## src/rtl/core/vmm_pkg.sv

```systemverilog
`timescale 1ns / 1ps

package vmm_pkg;

    // Field widths
    localparam int VALUE_W    = 32;
    localparam int COL_W      = 6;
    localparam int LEN_W      = 11;
    localparam int NCOL_W     = 7;
    localparam int CFG_IDX_W  = 2;
    localparam int CFG_DATA_W = 11;

    // Default storage sizes
    localparam int MAX_LEN_DEF  = 1024;
    localparam int MAX_COLS_DEF = 64;

    // Register indexes
    typedef enum logic [CFG_IDX_W-1:0] {
        CFG_VEC_LEN       = 2'd0,
        CFG_NUM_COLS      = 2'd1,
        CFG_UNSIGNED_MODE = 2'd2
    } t_cfg_reg;

    // Item function codes
    localparam logic FUNC_LOAD = 1'b0;
    localparam logic FUNC_MAC  = 1'b1;

    // Effective configuration, shared by front and back
    typedef struct packed {
        logic              restart;
        logic [LEN_W-1:0]  len;
        logic [NCOL_W-1:0] cols;
        logic              unsigned_mode;
    } t_cfg;

    // Classified command handed from front to back
    typedef struct packed {
        logic               is_mac;
        logic [VALUE_W-1:0] value;
        logic [LEN_W-1:0]   addr;
        logic [COL_W-1:0]   col;
        logic               final_row;
        logic               last_col;
    } t_cmd;

endpackage

```

## src/rtl/core/vmm_if.sv

```systemverilog
`timescale 1ns / 1ps

// Input item channel
interface vmm_in_if;
    import vmm_pkg::*;

    logic               valid;
    logic               ready;
    logic               func;
    logic [VALUE_W-1:0] value;

    modport source (output valid, output func, output value, input ready);
    modport sink   (input valid, input func, input value, output ready);
endinterface


```

## src/rtl/core/vmm_front.sv

```systemverilog
`timescale 1ns / 1ps

module vmm_front (
    input  logic          i_clk,
    input  logic          i_rst_n,
    input  vmm_pkg::t_cfg i_cfg,
    vmm_in_if.sink        i_item,
    output logic          o_cmd_valid,
    input  logic          i_cmd_ready,
    output vmm_pkg::t_cmd o_cmd
);
    import vmm_pkg::*;

    logic [LEN_W-1:0]  r_load_idx;
    logic [LEN_W-1:0]  r_row_idx;
    logic [COL_W-1:0]  r_col_idx;
    logic [LEN_W-1:0]  n_load_idx;
    logic [LEN_W-1:0]  n_row_idx;
    logic [COL_W-1:0]  n_col_idx;
    logic [LEN_W-1:0]  len_m1;
    logic [NCOL_W-1:0] cols_m1;
    logic              accept;
    logic              is_mac;
    logic              final_row;
    logic              last_col;

    assign i_item.ready = i_cmd_ready;
    assign o_cmd_valid  = i_item.valid;
    assign accept       = i_item.valid && i_cmd_ready;
    assign is_mac       = (i_item.func == FUNC_MAC);

    // Classify the beat against the pass position
    assign len_m1    = i_cfg.len - LEN_W'(1);
    assign cols_m1   = i_cfg.cols - NCOL_W'(1);
    assign final_row = (r_row_idx == len_m1);
    assign last_col  = (NCOL_W'(r_col_idx) == cols_m1);

    assign o_cmd.is_mac    = is_mac;
    assign o_cmd.value     = i_item.value;
    assign o_cmd.addr      = is_mac ? r_row_idx : r_load_idx;
    assign o_cmd.col       = r_col_idx;
    assign o_cmd.final_row = final_row;
    assign o_cmd.last_col  = last_col;

    // Step load index, or column then row, with wrap
    always_comb begin
        n_load_idx = r_load_idx;
        n_row_idx  = r_row_idx;
        n_col_idx  = r_col_idx;
        if (!is_mac) begin
            n_load_idx = (r_load_idx == len_m1) ? '0 : r_load_idx + LEN_W'(1);
        end else if (last_col) begin
            n_col_idx = '0;
            n_row_idx = final_row ? '0 : r_row_idx + LEN_W'(1);
        end else begin
            n_col_idx = r_col_idx + COL_W'(1);
        end
    end

    // Hold indices; restart drops them to zero
    always_ff @(posedge i_clk) begin
        if (!i_rst_n) begin
            r_load_idx <= '0;
            r_row_idx  <= '0;
            r_col_idx  <= '0;
        end else if (i_cfg.restart) begin
            r_load_idx <= '0;
            r_row_idx  <= '0;
            r_col_idx  <= '0;
        end else if (accept) begin
            r_load_idx <= n_load_idx;
            r_row_idx  <= n_row_idx;
            r_col_idx  <= n_col_idx;
        end
    end

endmodule

```

## src/flat_wrapper.sv

```systemverilog
// flat-port wrapper written by rule: the top's interface ports become plain ports
module vmm_front_flat import vmm_pkg::*;
  (i_clk, i_rst_n, i_cfg, o_cmd_valid, i_cmd_ready, o_cmd, i_item_valid, i_item_func, i_item_value, i_item_ready);
  vmm_in_if i_item_i ();
  input  logic i_clk;
  input  logic i_rst_n;
  input  vmm_pkg::t_cfg i_cfg;
  output logic o_cmd_valid;
  input  logic i_cmd_ready;
  output vmm_pkg::t_cmd o_cmd;
  input wire logic [$bits(i_item_i.valid)-1:0] i_item_valid;
  input wire logic [$bits(i_item_i.func)-1:0] i_item_func;
  input wire logic [$bits(i_item_i.value)-1:0] i_item_value;
  output wire logic [$bits(i_item_i.ready)-1:0] i_item_ready;
  assign i_item_i.valid = i_item_valid;
  assign i_item_i.func = i_item_func;
  assign i_item_i.value = i_item_value;
  assign i_item_ready = i_item_i.ready;
  vmm_front u_core (.i_clk(i_clk), .i_rst_n(i_rst_n), .i_cfg(i_cfg), .i_item(i_item_i), .o_cmd_valid(o_cmd_valid), .i_cmd_ready(i_cmd_ready), .o_cmd(o_cmd));
endmodule
```

## config.mk

```make
export PLATFORM = sky130hd
export DESIGN_NAME = vmm_front_flat
export DESIGN_NICKNAME = d
export VERILOG_FILES = /design/src/rtl/core/vmm_pkg.sv /design/src/rtl/core/vmm_if.sv /design/src/rtl/core/vmm_front.sv /design/src/flat_wrapper.sv
export SDC_FILE = /design/constraint.sdc
export NUM_CORES = 1
export LEC_CHECK = 0
export CAP_MARGIN = 10
export CORE_ASPECT_RATIO = 0.8
export CORE_UTILIZATION = 60
export CTS_BUF_LIST = sky130_fd_sc_hd__clkbuf_4
export CTS_CLUSTER_DIAMETER = 150
export DETAILED_ROUTE_END_ITERATION = 12
export DONT_BUFFER_PORTS = 1
export PLACE_DENSITY = 0.77
export SLEW_MARGIN = 20
export SYNTH_ARGS = -nofsm -noshare
export SYNTH_HDL_FRONTEND = slang
export SYNTH_SLANG_ARGS = --single-unit
```

## constraint.sdc

```tcl
create_clock -name i_clk -period 3.9 [get_ports i_clk]
set_clock_uncertainty 0.2 [all_clocks]
set_input_delay 0.975 -clock i_clk [delete_from_list [all_inputs] [get_ports i_clk]]
set_output_delay 0.975 -clock i_clk [all_outputs]
set_load 0.01 [all_outputs]
```

==> results.txt <==
----------------------------------------------------
[STA]
  Post-route clock period utilization ... 96.62%
  Worst slack on hold paths ... 349.7 ps
  Transition at the pin with the smallest max-transition slack ... just under 600 ps
  Final hold violations ... 0
  Final-report setup violation count ... 0
  Tightest slew margin relative to the limit ... between 60% and 70%
  Pins Over Slew Limit ... 0
  Unrepaired setup endpoints after global routing ... false
  TNS Setup ... 0 ps
  Highest Clock Rate ... 265.4 MHz
  Fin crit period ... 3768 ps
  Final worst slack ... between 100 and 150 ps

[CTS]
  Clk pin slew, worst setup/hold paths ... about 160 ps
  Number of buffers on the longest clock path ... 2
  Total clock buffers created by CTS ... 3
  Number of H-tree branching levels ... 1
  Source-to-sink clock delay at the later pin of the worst-skew pair ... between 300 and 400 ps
  Clock sinks ... 28
  Post-CTS Hold Fix Bufs ... 0
  Root buffer selected by CTS ... clkbuf_4
  TritonCTS clock tree ... done

[Floorplanning]
  Horizontal die dimension ... about 83 um
  Area enclosed by the die boundary ... ~0.0055 mm2
  Core Area ... roughly 0.0050 mm2
  IO Count ... about 110
  Die span in y ... 66.54 um
  Initial core utilization ... between 60 and 70%
  Std cell rows ... 23

[Layout]
  FILL cells ... between 400 and 500
  Number of nets in the layout ... roughly 430
  Most common cell after layout, fill and taps aside ... nand2_1
  Signed area change from the synthesized netlist to the final layout ... -2.683%
  Commonest cells after routing, fill and taps aside ... 38 x nand2_1, 28 x dfxtp_1, 27 x nor2_1
  Number of antenna cells inserted ... 0
  Fraction of layout cells with a size suffix above 1 ... around an eighth

[Power and ir drop]
  Switch share ... a little over a quarter
  Internal ... 435.2 uW
  Leakage ... around 1.0 nW
  Seq pwr share ... 48.6%
  Power per cell area ... ~190 mW/mm2
  VDD IR-drop max ... between 0.00015 and 0.0002 V
  Gate power share ... 17.3%
  Clock network power share ... approximately 34%
  NetSw ... between 150 and 200 uW

[Setup path]
  Instance count on the critical path ... 6
  Highest fanout seen on the critical path ... 10
  Ordered list of cells on the worst path ... or4_4 -> nor3_1 -> xnor3_1 -> nand2_1 -> a2111oi_4 -> buf_4
  Slack of the worst reg-to-reg path ... ~1100 ps
  Launch point of the worst reg-to-reg path ... u_core.r_load_idx[3]$_SDFFE_PP0P_
  Arrival time at the worst endpoint ... roughly 2600 ps
  Startpoint type of the worst setup path ... input pin
  Kind of end point of the critical path ... primary output
  Peak per-stage delay on the critical path ... between 500 and 600 ps
  CP max-delay cell ... or4_4
  Worst path bufs/invs ... 1
  Critical path class ... in2out
  Critical register-to-register path endpoint ... u_core.r_load_idx[3]$_SDFFE_PP0P_
  Critical path data required time ... 2720 ps
  FF-to-FF path depth ... 6
  Top cell family by delay on the critical path ... simple AND/OR/NAND/NOR gates

[Global route]
  Global-route wire length before repair ... about 13000 um
  Global route total overflow ... 0
  Pin count of the biggest net entering global routing ... 18
  Total routing resource utilization after global routing ... between 30 and 40%
  Antenna violations before repair ... 0
  Via count of the first global-routing pass ... 2600

[Synthesis]
  Count of flip-flops with a built-in enable after synthesis ... 0
  Number of register bits inferred by synthesis ... 28
  Sequential cell area fraction in the yosys report ... 17.94%
  Yosys warns ... 0
  Most instantiated flip-flop cell in the synthesis netlist ... dfxtp_1
  Netlist Area Pre-Place ... 0.003124 mm2
  Average size of a mapped cell ... between 7 and 8 um2
  Share of flip-flops with an asynchronous set or reset ... 0%
  Net Count, Synth ... ~480
  Syn Inst Count ... approximately 410
  Number of distinct library cells after synthesis ... 61

[Routing]
  Average detailed-routed wire length per instance ... 18.79 um
  Post-route ant nets ... 0
  Routed vias ... a little under 3000
  Final wirelength ... 8137 um
  Count of TritonRoute iterations in the first routing pass ... 5
  Via density per instance ... 6.855
  DRC marker count from the first detailed-route iteration ... ~340
  DRC violation count after routing ... 0

[Place]
  Port bufs ... 0
  Setup slack after placement ... 10.28 ps
  Detailed-placement wirelength estimate ... about 6100 um
  Final weighted congestion of routability-driven global placement ... slightly above 0.9

[Run]
  Max Cap Violations ... 0

[Worst hold path]
  Hold-critical path depth ... 2
  Hold Path End ... u_core.r_row_idx[1]$_SDFFE_PP0P_
  Path category of the worst min-delay check ... reg2reg
  Startpoint of the tightest hold check path ... u_core.r_row_idx[1]$_SDFFE_PP0P_

[Run status]
  Outcome ... complete, no violations

----------------------------------------------------
## area by class of cell
type | instances | area (um2) | area share [%]
multi-input cells | 309 | 2173 | 71.48
clock inverters | 1 | 30.03 | 0.9877
clock buffers | 3 | 22.52 | 0.7407
repair buffers | 17 | 127.6 | 4.198
flip-flops and latches | 28 | 560.5 | 18.44
well taps | 62 | 77.57 | 2.551
inverters | 13 | 48.80 | 1.605
## flip-flops by register name (all words and copies together), names as in the netlist
signal and flops:
u_core.r_row_idx 11, u_core.r_load_idx 11, u_core.r_col_idx 6
## cell usage after synthesis (all sizes together), types with 9 or more instances
master	instances	area, um2
nor2	29	118.9
xnor2	18	157.7
buf	45	335.3
clkbuf	18	67.56
o21ai	14	70.07
inv	13	48.80
o22ai	13	81.33
a2111oi	13	116.4
nand3	14	70.07
dfxtp	28	560.5
a211oi	17	127.6
xor2	22	192.7
nand2	38	142.6
nand2b	9	56.30
## worst reg2reg max path: cells and delay by family, from the launching register on
| kind | cells | cell delay [ps] |
|---|---|---|
| compound gates | 3 | 760 |
| flops | 1 | 400 |
| simple gates | 3 | 1320 |
## power groups by stage
stage          Combinational (mW)  Clock [mW]  Sequential [mW]
3_5_place_dp               0.0963           0            0.294
5_1_grt                     0.111       0.218            0.288
6_report                    0.103       0.202            0.288
2_1_floorplan               0.123           0            0.294
4_1_cts                    0.0974       0.205            0.288
3_3_place_gp               0.0929           0            0.294
## how the worst max path moves through the flow
stage,from,end
6_report,i_cfg[11],o_cmd[1]
2_1_floorplan,i_cfg[11],o_cmd[1]
3_5_place_dp,i_cfg[8],o_cmd[1]
3_3_place_gp,i_cfg[8],o_cmd[1]
4_1_cts,i_cfg[8],o_cmd[1]
5_1_grt,i_cfg[8],o_cmd[1]
## per-stage QoR
step | std cells | util (%) | cell area, um2 | power, mW
after global placement | 429 | 58.80 | 2944 | 0.3868
after detailed placement | 429 | 58.80 | 2944 | 0.3903
final | 433 | 60.72 | 3040 | 0.5922
after floorplan | 413 | - | 3146 | 0.4171
after CTS | 433 | 59.97 | 3003 | 0.5901
after global routing | 433 | 60.72 | 3040 | 0.6175
## per-layer routing
metal	global-route usage (%)	wire length (um)	vias up
li1	-	-	1389
met1	43.01	3628	1376
met2	44.47	3498	170
met3	7.123	813	33
met4	9.267	197	0
met5	0	0	-
## timing repair
action                                 4_1_cts  5_1_grt
setup endpoints to repair                    1        2
pin swaps                                    0        1
buffers inserted                             0        0
gates resized for setup                      2        7
endpoints found under the hold margin        0        0
## cells by family (layout without fill, tap and decap cells)
group / Yosys count / after routing / synth area share (%)
adders and majority gates: 6 / 6 / 2.323
muxes: 10 / 10 / 3.524
and+or+nand+nor: 157 / 157 / 28.23
buffers and inverters: 76 / 34 / 14.46
DFF: 28 / 28 / 17.94
xor gates and xnor gates: 41 / 41 / 11.93
AOI/OAI and AO/OA: 95 / 95 / 21.59
No activity file was read; power rests on OpenSTA's default activity.
