### src/rtl/core/vmm_pkg.sv
`timescale 1ns / 1ps

package vmm_pkg;

    // Field widths
    localparam int VALUE_W    = 32;
    localparam int COL_W      = 6;
    localparam int LEN_W      = 11;
    localparam int NCOL_W     = 7;
    localparam int CFG_IDX_W  = 2;
    localparam int CFG_DATA_W = 11;

    // Default storage sizes
    localparam int MAX_LEN_DEF  = 1024;
    localparam int MAX_COLS_DEF = 64;

    // Register indexes
    typedef enum logic [CFG_IDX_W-1:0] {
        CFG_VEC_LEN       = 2'd0,
        CFG_NUM_COLS      = 2'd1,
        CFG_UNSIGNED_MODE = 2'd2
    } t_cfg_reg;

    // Item function codes
    localparam logic FUNC_LOAD = 1'b0;
    localparam logic FUNC_MAC  = 1'b1;

    // Effective configuration, shared by front and back
    typedef struct packed {
        logic              restart;
        logic [LEN_W-1:0]  len;
        logic [NCOL_W-1:0] cols;
        logic              unsigned_mode;
    } t_cfg;

    // Classified command handed from front to back
    typedef struct packed {
        logic               is_mac;
        logic [VALUE_W-1:0] value;
        logic [LEN_W-1:0]   addr;
        logic [COL_W-1:0]   col;
        logic               final_row;
        logic               last_col;
    } t_cmd;

endpackage

### src/rtl/core/vmm_queue.sv
`timescale 1ns / 1ps

module vmm_queue (
    input  logic          i_clk,
    input  logic          i_rst_n,
    input  logic          i_push_valid,
    output logic          o_push_ready,
    input  vmm_pkg::t_cmd i_push_data,
    output logic          o_pop_valid,
    input  logic          i_pop_ready,
    output vmm_pkg::t_cmd o_pop_data
);
    import vmm_pkg::*;

    localparam int Depth = 4;
    localparam int PtrW  = $clog2(Depth);
    localparam int CntW  = $clog2(Depth + 1);

    t_cmd            r_slot [Depth];
    logic [PtrW-1:0] r_wr_ptr;
    logic [PtrW-1:0] r_rd_ptr;
    logic [CntW-1:0] r_count;
    logic            push;
    logic            pop;

    assign o_push_ready = (r_count != CntW'(Depth));
    assign o_pop_valid  = (r_count != '0);
    assign o_pop_data   = r_slot[r_rd_ptr];
    assign push         = i_push_valid && o_push_ready;
    assign pop          = o_pop_valid && i_pop_ready;

    // Advance pointers and fill count
    always_ff @(posedge i_clk) begin
        if (!i_rst_n) begin
            r_wr_ptr <= '0;
            r_rd_ptr <= '0;
            r_count  <= '0;
        end else begin
            if (push) begin
                r_wr_ptr <= r_wr_ptr + PtrW'(1);
            end
            if (pop) begin
                r_rd_ptr <= r_rd_ptr + PtrW'(1);
            end
            if (push && !pop) begin
                r_count <= r_count + CntW'(1);
            end else if (pop && !push) begin
                r_count <= r_count - CntW'(1);
            end
        end
    end

    // Store the pushed beat
    always_ff @(posedge i_clk) begin
        if (push) begin
            r_slot[r_wr_ptr] <= i_push_data;
        end
    end

endmodule

### config.mk
export PLATFORM = sky130hd
export DESIGN_NAME = vmm_queue
export DESIGN_NICKNAME = d
export VERILOG_FILES = /design/src/rtl/core/vmm_pkg.sv /design/src/rtl/core/vmm_queue.sv
export SDC_FILE = /design/constraint.sdc
export NUM_CORES = 1
export LEC_CHECK = 0
export ABC_AREA = 1
export BUFFER_PORTS_ARGS = -buffer_cell sky130_fd_sc_hd__buf_2
export CORE_MARGIN = 8
export CORE_UTILIZATION = 30
export CTS_BUF_LIST = sky130_fd_sc_hd__clkbuf_4 sky130_fd_sc_hd__clkbuf_8 sky130_fd_sc_hd__clkbuf_16
export CTS_CLUSTER_DIAMETER = 60
export DETAILED_ROUTE_END_ITERATION = 10
export RECOVER_POWER = 100
export SYNTH_ARGS = -nofsm -noshare
export SYNTH_HDL_FRONTEND = slang
export SYNTH_SLANG_ARGS = --single-unit
### constraint.sdc
create_clock -name i_clk -period 6.6 [get_ports i_clk]
set_clock_uncertainty 0.15 [all_clocks]
set_input_delay 0.33 -clock i_clk [delete_from_list [all_inputs] [get_ports i_clk]]
set_output_delay 0.33 -clock i_clk [all_outputs]
set_load 0.03 [all_outputs]
==> results of run 1 <==
-- layout by cell type (no fill, tap or decap), types with 3 or more instances in the layout --
cell type and count:
sky130_fd_sc_hd__dlygate4sd3_1 56, sky130_fd_sc_hd__clkinvlp_4 4, sky130_fd_sc_hd__o21ai_0 101, sky130_fd_sc_hd__o21ai_1 4, sky130_fd_sc_hd__clkbuf_1 95, sky130_fd_sc_hd__o22ai_2 38, sky130_fd_sc_hd__buf_2 18, sky130_fd_sc_hd__clkinv_1 8
sky130_fd_sc_hd__nor2_1 74, sky130_fd_sc_hd__dfxtp_1 7, sky130_fd_sc_hd__nand3_1 4, sky130_fd_sc_hd__clkbuf_4 3, sky130_fd_sc_hd__ha_1 5, sky130_fd_sc_hd__clkbuf_16 25, sky130_fd_sc_hd__nor2_4 42, sky130_fd_sc_hd__o22ai_1 14
sky130_fd_sc_hd__edfxtp_1 208, sky130_fd_sc_hd__inv_1 14, sky130_fd_sc_hd__nand2_1 15, sky130_fd_sc_hd__a21oi_1 3
-- critical path, cell delays in order, from the launching register on --
cell,delay [ns]
sky130_fd_sc_hd__dfxtp_4,0.48
sky130_fd_sc_hd__inv_6,0.43
sky130_fd_sc_hd__clkbuf_2,1.59
sky130_fd_sc_hd__o21ai_0,0.30
sky130_fd_sc_hd__o22ai_2,0.20
sky130_fd_sc_hd__clkbuf_1,0.34
-- power groups by stage --
stage | sequential [mW] | clock, mW | combinational (mW)
finish | 1.76 | 1.29 | 1.24
global route | 1.78 | 1.40 | 1.34
detailed placement | 1.77 | 0 | 1.27
floorplan | 1.75 | 0 | 0.964
CTS | 1.75 | 1.34 | 1.30
global placement | 1.77 | 0 | 1.25
-- metrics by stage --
step / util (%) / hold slack [ns] / worst slack [ns]
after global placement: 33.5 / 0.341 / 3.57
final: 37.7 / 0.356 / 2.20
after CTS: 38.2 / 0.353 / 2.99
after detailed placement: 33.5 / 0.336 / 3.55
after global routing: 37.7 / 0.380 / 1.88
after floorplan: - / 0.279 / 2.90
-- routing by layer --
layer / vias up / share of wire, % / GRT usage [%]
met5: - / 0 / 0
met2: 111 / 49 / 18.8
met4: 0 / 1.6 / 2.90
met1: 2511 / 43 / 11.8
met3: 29 / 6.1 / 2.89
li1: 2460 / - / -
-- timing repair --
| action | in CTS | in global routing |
|---|---|---|
| hold endpoints to repair | 217 | 0 |
| buffers inserted | 0 | 0 |
| hold buffers | 56 | 0 |
-- area by class of cell --
cell class | instances | share of cell area, %
sequential | 217 | 59.4
multi-input combinational | 305 | 18.9
timing repair buffer | 172 | 9.48
clock buffer | 28 | 5.98
tap | 384 | 4.44
clock inverter | 16 | 1.24
inverter | 16 | 0.612
antenna | 1 | 0.0231
-- registers in the layout, summed over array words and instances (netlist names), named ones only --
signal,flops
r_rd_ptr,2
r_wr_ptr,2
r_slot,208
r_count,3
-- path summary, 6_finish.rpt --
check / startpoint / endpoint
setup / recovery: flip-flop / o_pop_data[38]
hold / removal: r_rd_ptr[0]$_SDFFE_PN0P_ / r_rd_ptr[0]$_SDFFE_PN0P_
setup reg to reg: r_count[0]$_SDFFE_PN0P_ / r_slot[2][31]$_DFFE_PP_
hold reg to reg: r_rd_ptr[0]$_SDFFE_PN0P_ / r_rd_ptr[0]$_SDFFE_PN0P_
-- logic make-up (layout without fill, tap and decap cells) --
logic type / after synthesis / after routing / synth area share, %
AO/OA/AOI/OAI: 160 / 160 / 12.6
XOR/XNOR: 1 / 1 / 0.100
adder cells (fa/ha/maj): 6 / 6 / 0.945
buffers and inverters: 48 / 232 / 3.46
flip-flops: 217 / 217 / 73.5
other: 0 / 1 / 0
AND/OR/NAND/NOR: 138 / 138 / 9.35
==> reports/results.txt, run 1 <==
The synthesized design contains 208 enable-type register cells. The logs give 29.2 mm for the first-pass GRT wire length and 6430 um^2 for the storage element area. For the number of rows in the core area, the log shows 62.

The worst register-to-register path has a setup slack of 2.39 ns. The number of fill cells is 2740, and the sequential share of the synthesized area is 73.5%. The relative max-transition margin is -140%, and the via density per instance is 4.49. Timing would allow up to 227 MHz.

During synthesis, Yosys emitted a total of 0 warnings. In the synthesized netlist the dominant register cell turns out to be sky130_fd_sc_hd__edfxtp_1. After detailed routing, the average wire length per cell comes to 16.3 um. The count of buffers from port buffering was 109. The multi-input combinational cells in the finished layout cover a total of 2040 um^2.

The worst register-to-register path has a depth of 5. The overall routing resource usage was 10.4%; the area of the core was 28700 um^2. In this run, the combinational gates consume 28.8% of the power. Ranked by total cell area, the synthesized netlist is headed by sky130_fd_sc_hd__edfxtp_1 71%, sky130_fd_sc_hd__o22ai_2 5.4%, sky130_fd_sc_hd__o21ai_0 5.2%, sky130_fd_sc_hd__nor2_4 4.9%, sky130_fd_sc_hd__nor2_1 3.3%.

From synthesis to final layout, the design area changed by 23.9%. Register share of total power: 41.0%. The analysis attributes to cell leakage a power of 3.47 nW.

The leading cell type by number of instances after synthesis was sky130_fd_sc_hd__edfxtp_1. In the routed design, unresolved DRC markers number 0. The worst path in the final design needs a cycle of 4.40 ns, including I/O delays and setup. The total of cells resized after clock tree synthesis was 0.

The setup path with the least slack is of type reg2out. The H-tree depth reported by CTS was 1. The tools report the endpoint kind of the worst setup timing path as an output pin. The final period utilization came out at 66.6%. The measured slew at the worst slew-check pin was 3.60 ns; the proportion of layout cells with a drive suffix above 1 was 19.0%. The worst hold path was traced through 2 stages. Summed over all layers, the global routing overflow is 0. Total setup violations reported at the end of the flow: 0. The run gives 34900 um^2 as the die area. The average cell area after synthesis is 15.3 um^2. The max-slew violation total from the final report was 269; the number of flip-flops and latches in the synthesized netlist was 217.

The peak supply drop was 0.327 mV. The pin count of the biggest net entering global routing is 63, and the vertical extent of the die is 187 um. The run finished, with violations left. The tree is rooted in a sky130_fd_sc_hd__clkbuf_16. Cell internal power was estimated by the tool at 2.80 mW. Setup repair after global routing left no endpoint under its margin. The run gives 0.51 ns as the latest clock arrival within the worst-skew pair. The remaining antenna violation count after routing was 0; the critical path arrival was 3.92 ns.

Counting flops with an async set or reset pin after synthesis yields a share of 0%. The detailed-routing iteration count for the pre-antenna-repair pass is 4, and the power density relative to cell area is 396 nW/um^2. The final RePlAce weighted congestion is 0.657.

The part of the power in the clock network was 30.2%; the netlist area before placement was 8740 um^2. Total power for the finished layout comes to 4.29 mW. The tools report the clock sink count as 217. The number of antenna violations at the first check in global routing is 1. Summed over all nets, the half-perimeter wirelength after detailed placement is 10.1 mm. In this run the cell area measured after placement is 9620 um^2. The number of global-route vias before repair is 5359, and the count of unique library cells instantiated by Yosys is 24. By count the netlist is led by 208 x sky130_fd_sc_hd__edfxtp_1, 91 x sky130_fd_sc_hd__o21ai_0, 78 x sky130_fd_sc_hd__nor2_1.

Count of placed standard cells including taps: 1038. Data on the critical path is required at its endpoint by 6.12 ns. With fillers left out, the area of the finished cells amounts to 10800 um^2.

The die is 187 um wide. After routing, the total negative slack on setup checks comes to 0 ns. The biggest fanout along the worst timing path came out at 56. The count of final hold-check violations is 0, and the number of buffers created by CTS is 24. The number of nets in the synthesized netlist is 632.

The synthesized design devotes to its leading area cell type 71.5% of total area. The class of the worst hold path was reg2reg. 110 I/O pins were placed. The largest total area in the synthesized netlist belongs to sky130_fd_sc_hd__edfxtp_1. The cell count after synthesis came out at 570.

The finished layout holds 1139 standard cells, fillers aside. TritonCTS built the clock tree. In the final design database the tool counted 798 nets. The checks that failed: max-capacitance violations, max-slew violations. Counting along the longest clock path gives a buffer depth of 3. After detailed routing, the total wire length is 18.6 mm. The analysis attributes to net switching a power of 1.48 mW.

Clock-pin slew was measured on the worst setup and hold paths at 0.06 ns. The worst setup path is launched from a flip-flop. Number of DRC markers in iteration 0: 188. Switching share of power: 34.6%. The initial core utilization is 30.5%.

Detailed routing inserted a total of 5111 vias. Across the run, the number of max-cap violations was 5.
Power figures use the tool's default switching activity.
==> inputs of run 2 (changes only) <==
==> constraint.sdc (replaced) <==
create_clock -name i_clk -period 3.6 [get_ports i_clk]
set_clock_uncertainty 0.15 [all_clocks]
set_input_delay 0.18 -clock i_clk [delete_from_list [all_inputs] [get_ports i_clk]]
set_output_delay 0.18 -clock i_clk [all_outputs]
set_load 0.03 [all_outputs]
==> run 2 against run 1 <==
Combinational power increased by 82%. The run still ends with max-capacitance violations, max-slew violations left. Core utilization increased by 0.13 points. Sequential power increased by 83%. Highest routed layer is now met5. Design area increased by 0.35%. Non-clock buffer count increased by 1. Largest cell class unchanged. Die area unchanged. Via count increased by 0.68%. Sequential cell count unchanged. Power increased by 83%. Hold slack got worse by 0.042 ns.
==> reports/results.txt, run 2 (synthesis gave the netlist of run 1 again) <==
The delay of the slowest critical-path stage came out at 0.55 ns (-1.04 ns). STA classifies the critical path endpoint as an output pin. The class of the worst hold path was in2reg. The logs give 13.2% (+1.4 points) for the met1 routing resource usage after global routing and 3.53 nW (+1.6%) for the static leakage. The most frequent standard cell in the layout excluding fill and tap cells was sky130_fd_sc_hd__edfxtp_1. The final cell area excluding filler cells was 10900 um^2 (+0.35%). The max-slew violation total from the final report is 212 (-21%), and the area of the core is 28700 um^2 (unchanged).

Final period utilization: 84.6%. The flow ran to the end, but the final reports show violations. For the critical path arrival, the log shows 2.71 ns (-1.21 ns).

Type of the setup path with the least slack: reg2out. For the total power, the log shows 7.86 mW (+83%). Number of buffers created by CTS: 26 (+8.3%).

The number of DRC markers in iteration 0 came out at 257 (+37%). The count of hold-fix buffers inserted at cts is 56 (unchanged). The relative max-transition margin is -12.0% (+130 points). The vertical extent of the die is 187 um (unchanged).

Setup repair after global routing left no endpoint under its margin. TritonCTS built the clock tree. Clock slew at the register clock pins of the worst setup and hold paths: 0.05 ns (about the same). The overall routing resource usage is 10.7% (+0.29 points), and the post-route minimum period is 3.04 ns. The total of cells resized after clock tree synthesis was 0 (unchanged).

For the final cell count without fillers, the log shows 1143 (+0.35%). The final RePlAce weighted congestion came out at 0.699 (+6.5%). The cell at the root of the clock tree was sky130_fd_sc_hd__clkbuf_16. The pin count of the biggest net entering global routing was 56 (-11%). The run gives 3.27 ns (-2.85 ns) as the required arrival time at the worst endpoint. For the count of placed standard cells including taps, the log shows 1039 (+0.096%).

The wire length per cell is 16.7 um (+2.2%). The largest registers in the layout are r_slot x208, r_count x3. The biggest fanout along the worst timing path was 51 (-8.9%); the latest clock arrival within the worst-skew pair was 0.51 ns (about the same). For the count of final hold-check violations, the log shows 0 (unchanged). The number of global-route vias before repair was 5447 (+1.6%); the peak supply drop was 0.388 mV (+19%). The met2 global-route usage came out at 18.2% (-0.58 points).

For the maximum number of buffers from clock root to sink, the log shows 3 (unchanged). Register with the most flip-flops: r_slot. The power density relative to cell area works out to 723 nW/um^2 (+83%). The top cell types in the final layout, fill and taps aside, are 208 x sky130_fd_sc_hd__edfxtp_1, 101 x sky130_fd_sc_hd__o21ai_0, 89 x sky130_fd_sc_hd__clkbuf_1.

The logs give 4 (-1) for the number of max-capacitance violations reported and 9640 um^2 (+0.21%) for the placed standard-cell area. The run gives 19.1 mm (+2.5%) as the sum of routed wire length over all layers. The most used routing layer in global routing is met2. The run gives 0 (unchanged) as the total setup violations reported at the end of the flow. The tools report the die area as 34900 um^2 (unchanged).

The checks that failed: max-capacitance violations, max-slew violations. The width of the die is 187 um (unchanged), and the measured slew at the worst slew-check pin is 1.68 ns (-1.92 ns). The final routed DRC violation total is 0 (unchanged), and the remaining antenna violation count after routing is 0 (unchanged). The logs give 10.6 mm (+4.4%) for the detailed-placement wirelength estimate and 4 (+3) for the number of antenna violations at the first check in global routing. The post-route worst hold slack came out at 0.313 ns (-0.0424 ns). The kind of start point of the critical path was a flip-flop. The logs give 0 (unchanged) for the buffer count from post-CTS setup fixing and 2742 (+0.073%) for the number of fill cells.

The critical path goes through inv_6, clkbuf_2, o21ai_0, o22ai_2, clkbuf_1. The slack of the worst reg-to-reg path was 0.80 ns (-1.59 ns). Static timing analysis puts the maximum clock frequency at 328 MHz.

The first-pass GRT wire length was 30.0 mm (+2.9%); the final net count was 801 (+0.38%). The met3 routing resource usage after global routing came out at 2.91% (+0.019 points). The tools report the overflow left after global routing as 0 (unchanged). The H-tree depth reported by CTS was 1 (unchanged).

The count of buffers from port buffering came out at 109 (unchanged). On the critical path, the stage with the largest delay is an instance of sky130_fd_sc_hd__clkbuf_2. The initial core utilization was 30.5% (unchanged). Relative area change from synthesis to final layout: 24.3%. The top-level I/O count is 110 (unchanged), and the proportion of layout cells with a drive suffix above 1 is 20.2% (+1.3 points). The via density per instance was 4.50 (+0.33%); the number of rows in the core area was 62 (unchanged). The worst-case setup margin in the final layout is 0.556 ns (-1.65 ns), and the flip-flop count of the largest register, all copies and words added is 208 (unchanged). The detailed-routing iteration count for the pre-antenna-repair pass is 4 (unchanged), and the total via count in the routed design is 5146 (+0.68%). The clock sink count is 217 (unchanged).

The run gives 1.24 ns (-2.31 ns) as the worst-case setup slack after placement.
## run 2: critical path, delay by kind of cell (launching register included)
kind	cells	cell delay [ns]
buf+inv	3	1.30
flops	1	0.51
compound gates	2	0.37
## run 2: cell type report
type | count | area [um^2] | share of cell area, %
Sequential cell | 217 | 6430 | 59.2
Multi-Input combinational cell | 305 | 2040 | 18.7
Timing Repair Buffer | 173 | 1050 | 9.70
Clock buffer | 35 | 736 | 6.77
Tap cell | 384 | 480 | 4.42
Inverter | 16 | 66.3 | 0.610
Clock inverter | 10 | 57.6 | 0.530
Antenna cell | 3 | 7.51 | 0.0691
## run 2: power breakdown
part / switching [mW] / internal [mW] / total, mW
clock: 0.945 / 1.43 / 2.37
combinational: 1.67 / 0.599 / 2.26
sequential: 0.129 / 3.09 / 3.22
total: 2.74 / 5.12 / 7.86
## run 2: routing by layer
layer  routed length (um)  vias up
met5                    8        -
met4                  460        2
met3                  926       40
met2                 9170      125
met1                 8510     2518
li1                     -     2461
## run 2: path summary, 6_finish.rpt
| path | depth (start not counted) | startpoint | to |
|---|---|---|---|
| worst max-delay path | 5 | flip-flop | o_pop_data[12] |
| worst min-delay path | 2 | i_push_data[7] | r_slot[1][7]$_DFFE_PP_ |
| worst max register to register | 5 | r_count[0]$_SDFFE_PN0P_ | r_slot[3][37]$_DFFE_PP_ |
| worst min register to register | 2 | r_wr_ptr[1]$_SDFFE_PN0P_ | r_wr_ptr[1]$_SDFFE_PN0P_ |
## run 2: through the flow
stage          TNS, ns  util (%)
2_1_floorplan   -20.82         -
3_3_place_gp         0      33.6
3_5_place_dp         0      33.6
4_1_cts              0      38.3
5_1_grt              0      37.9
6_report             0      37.9
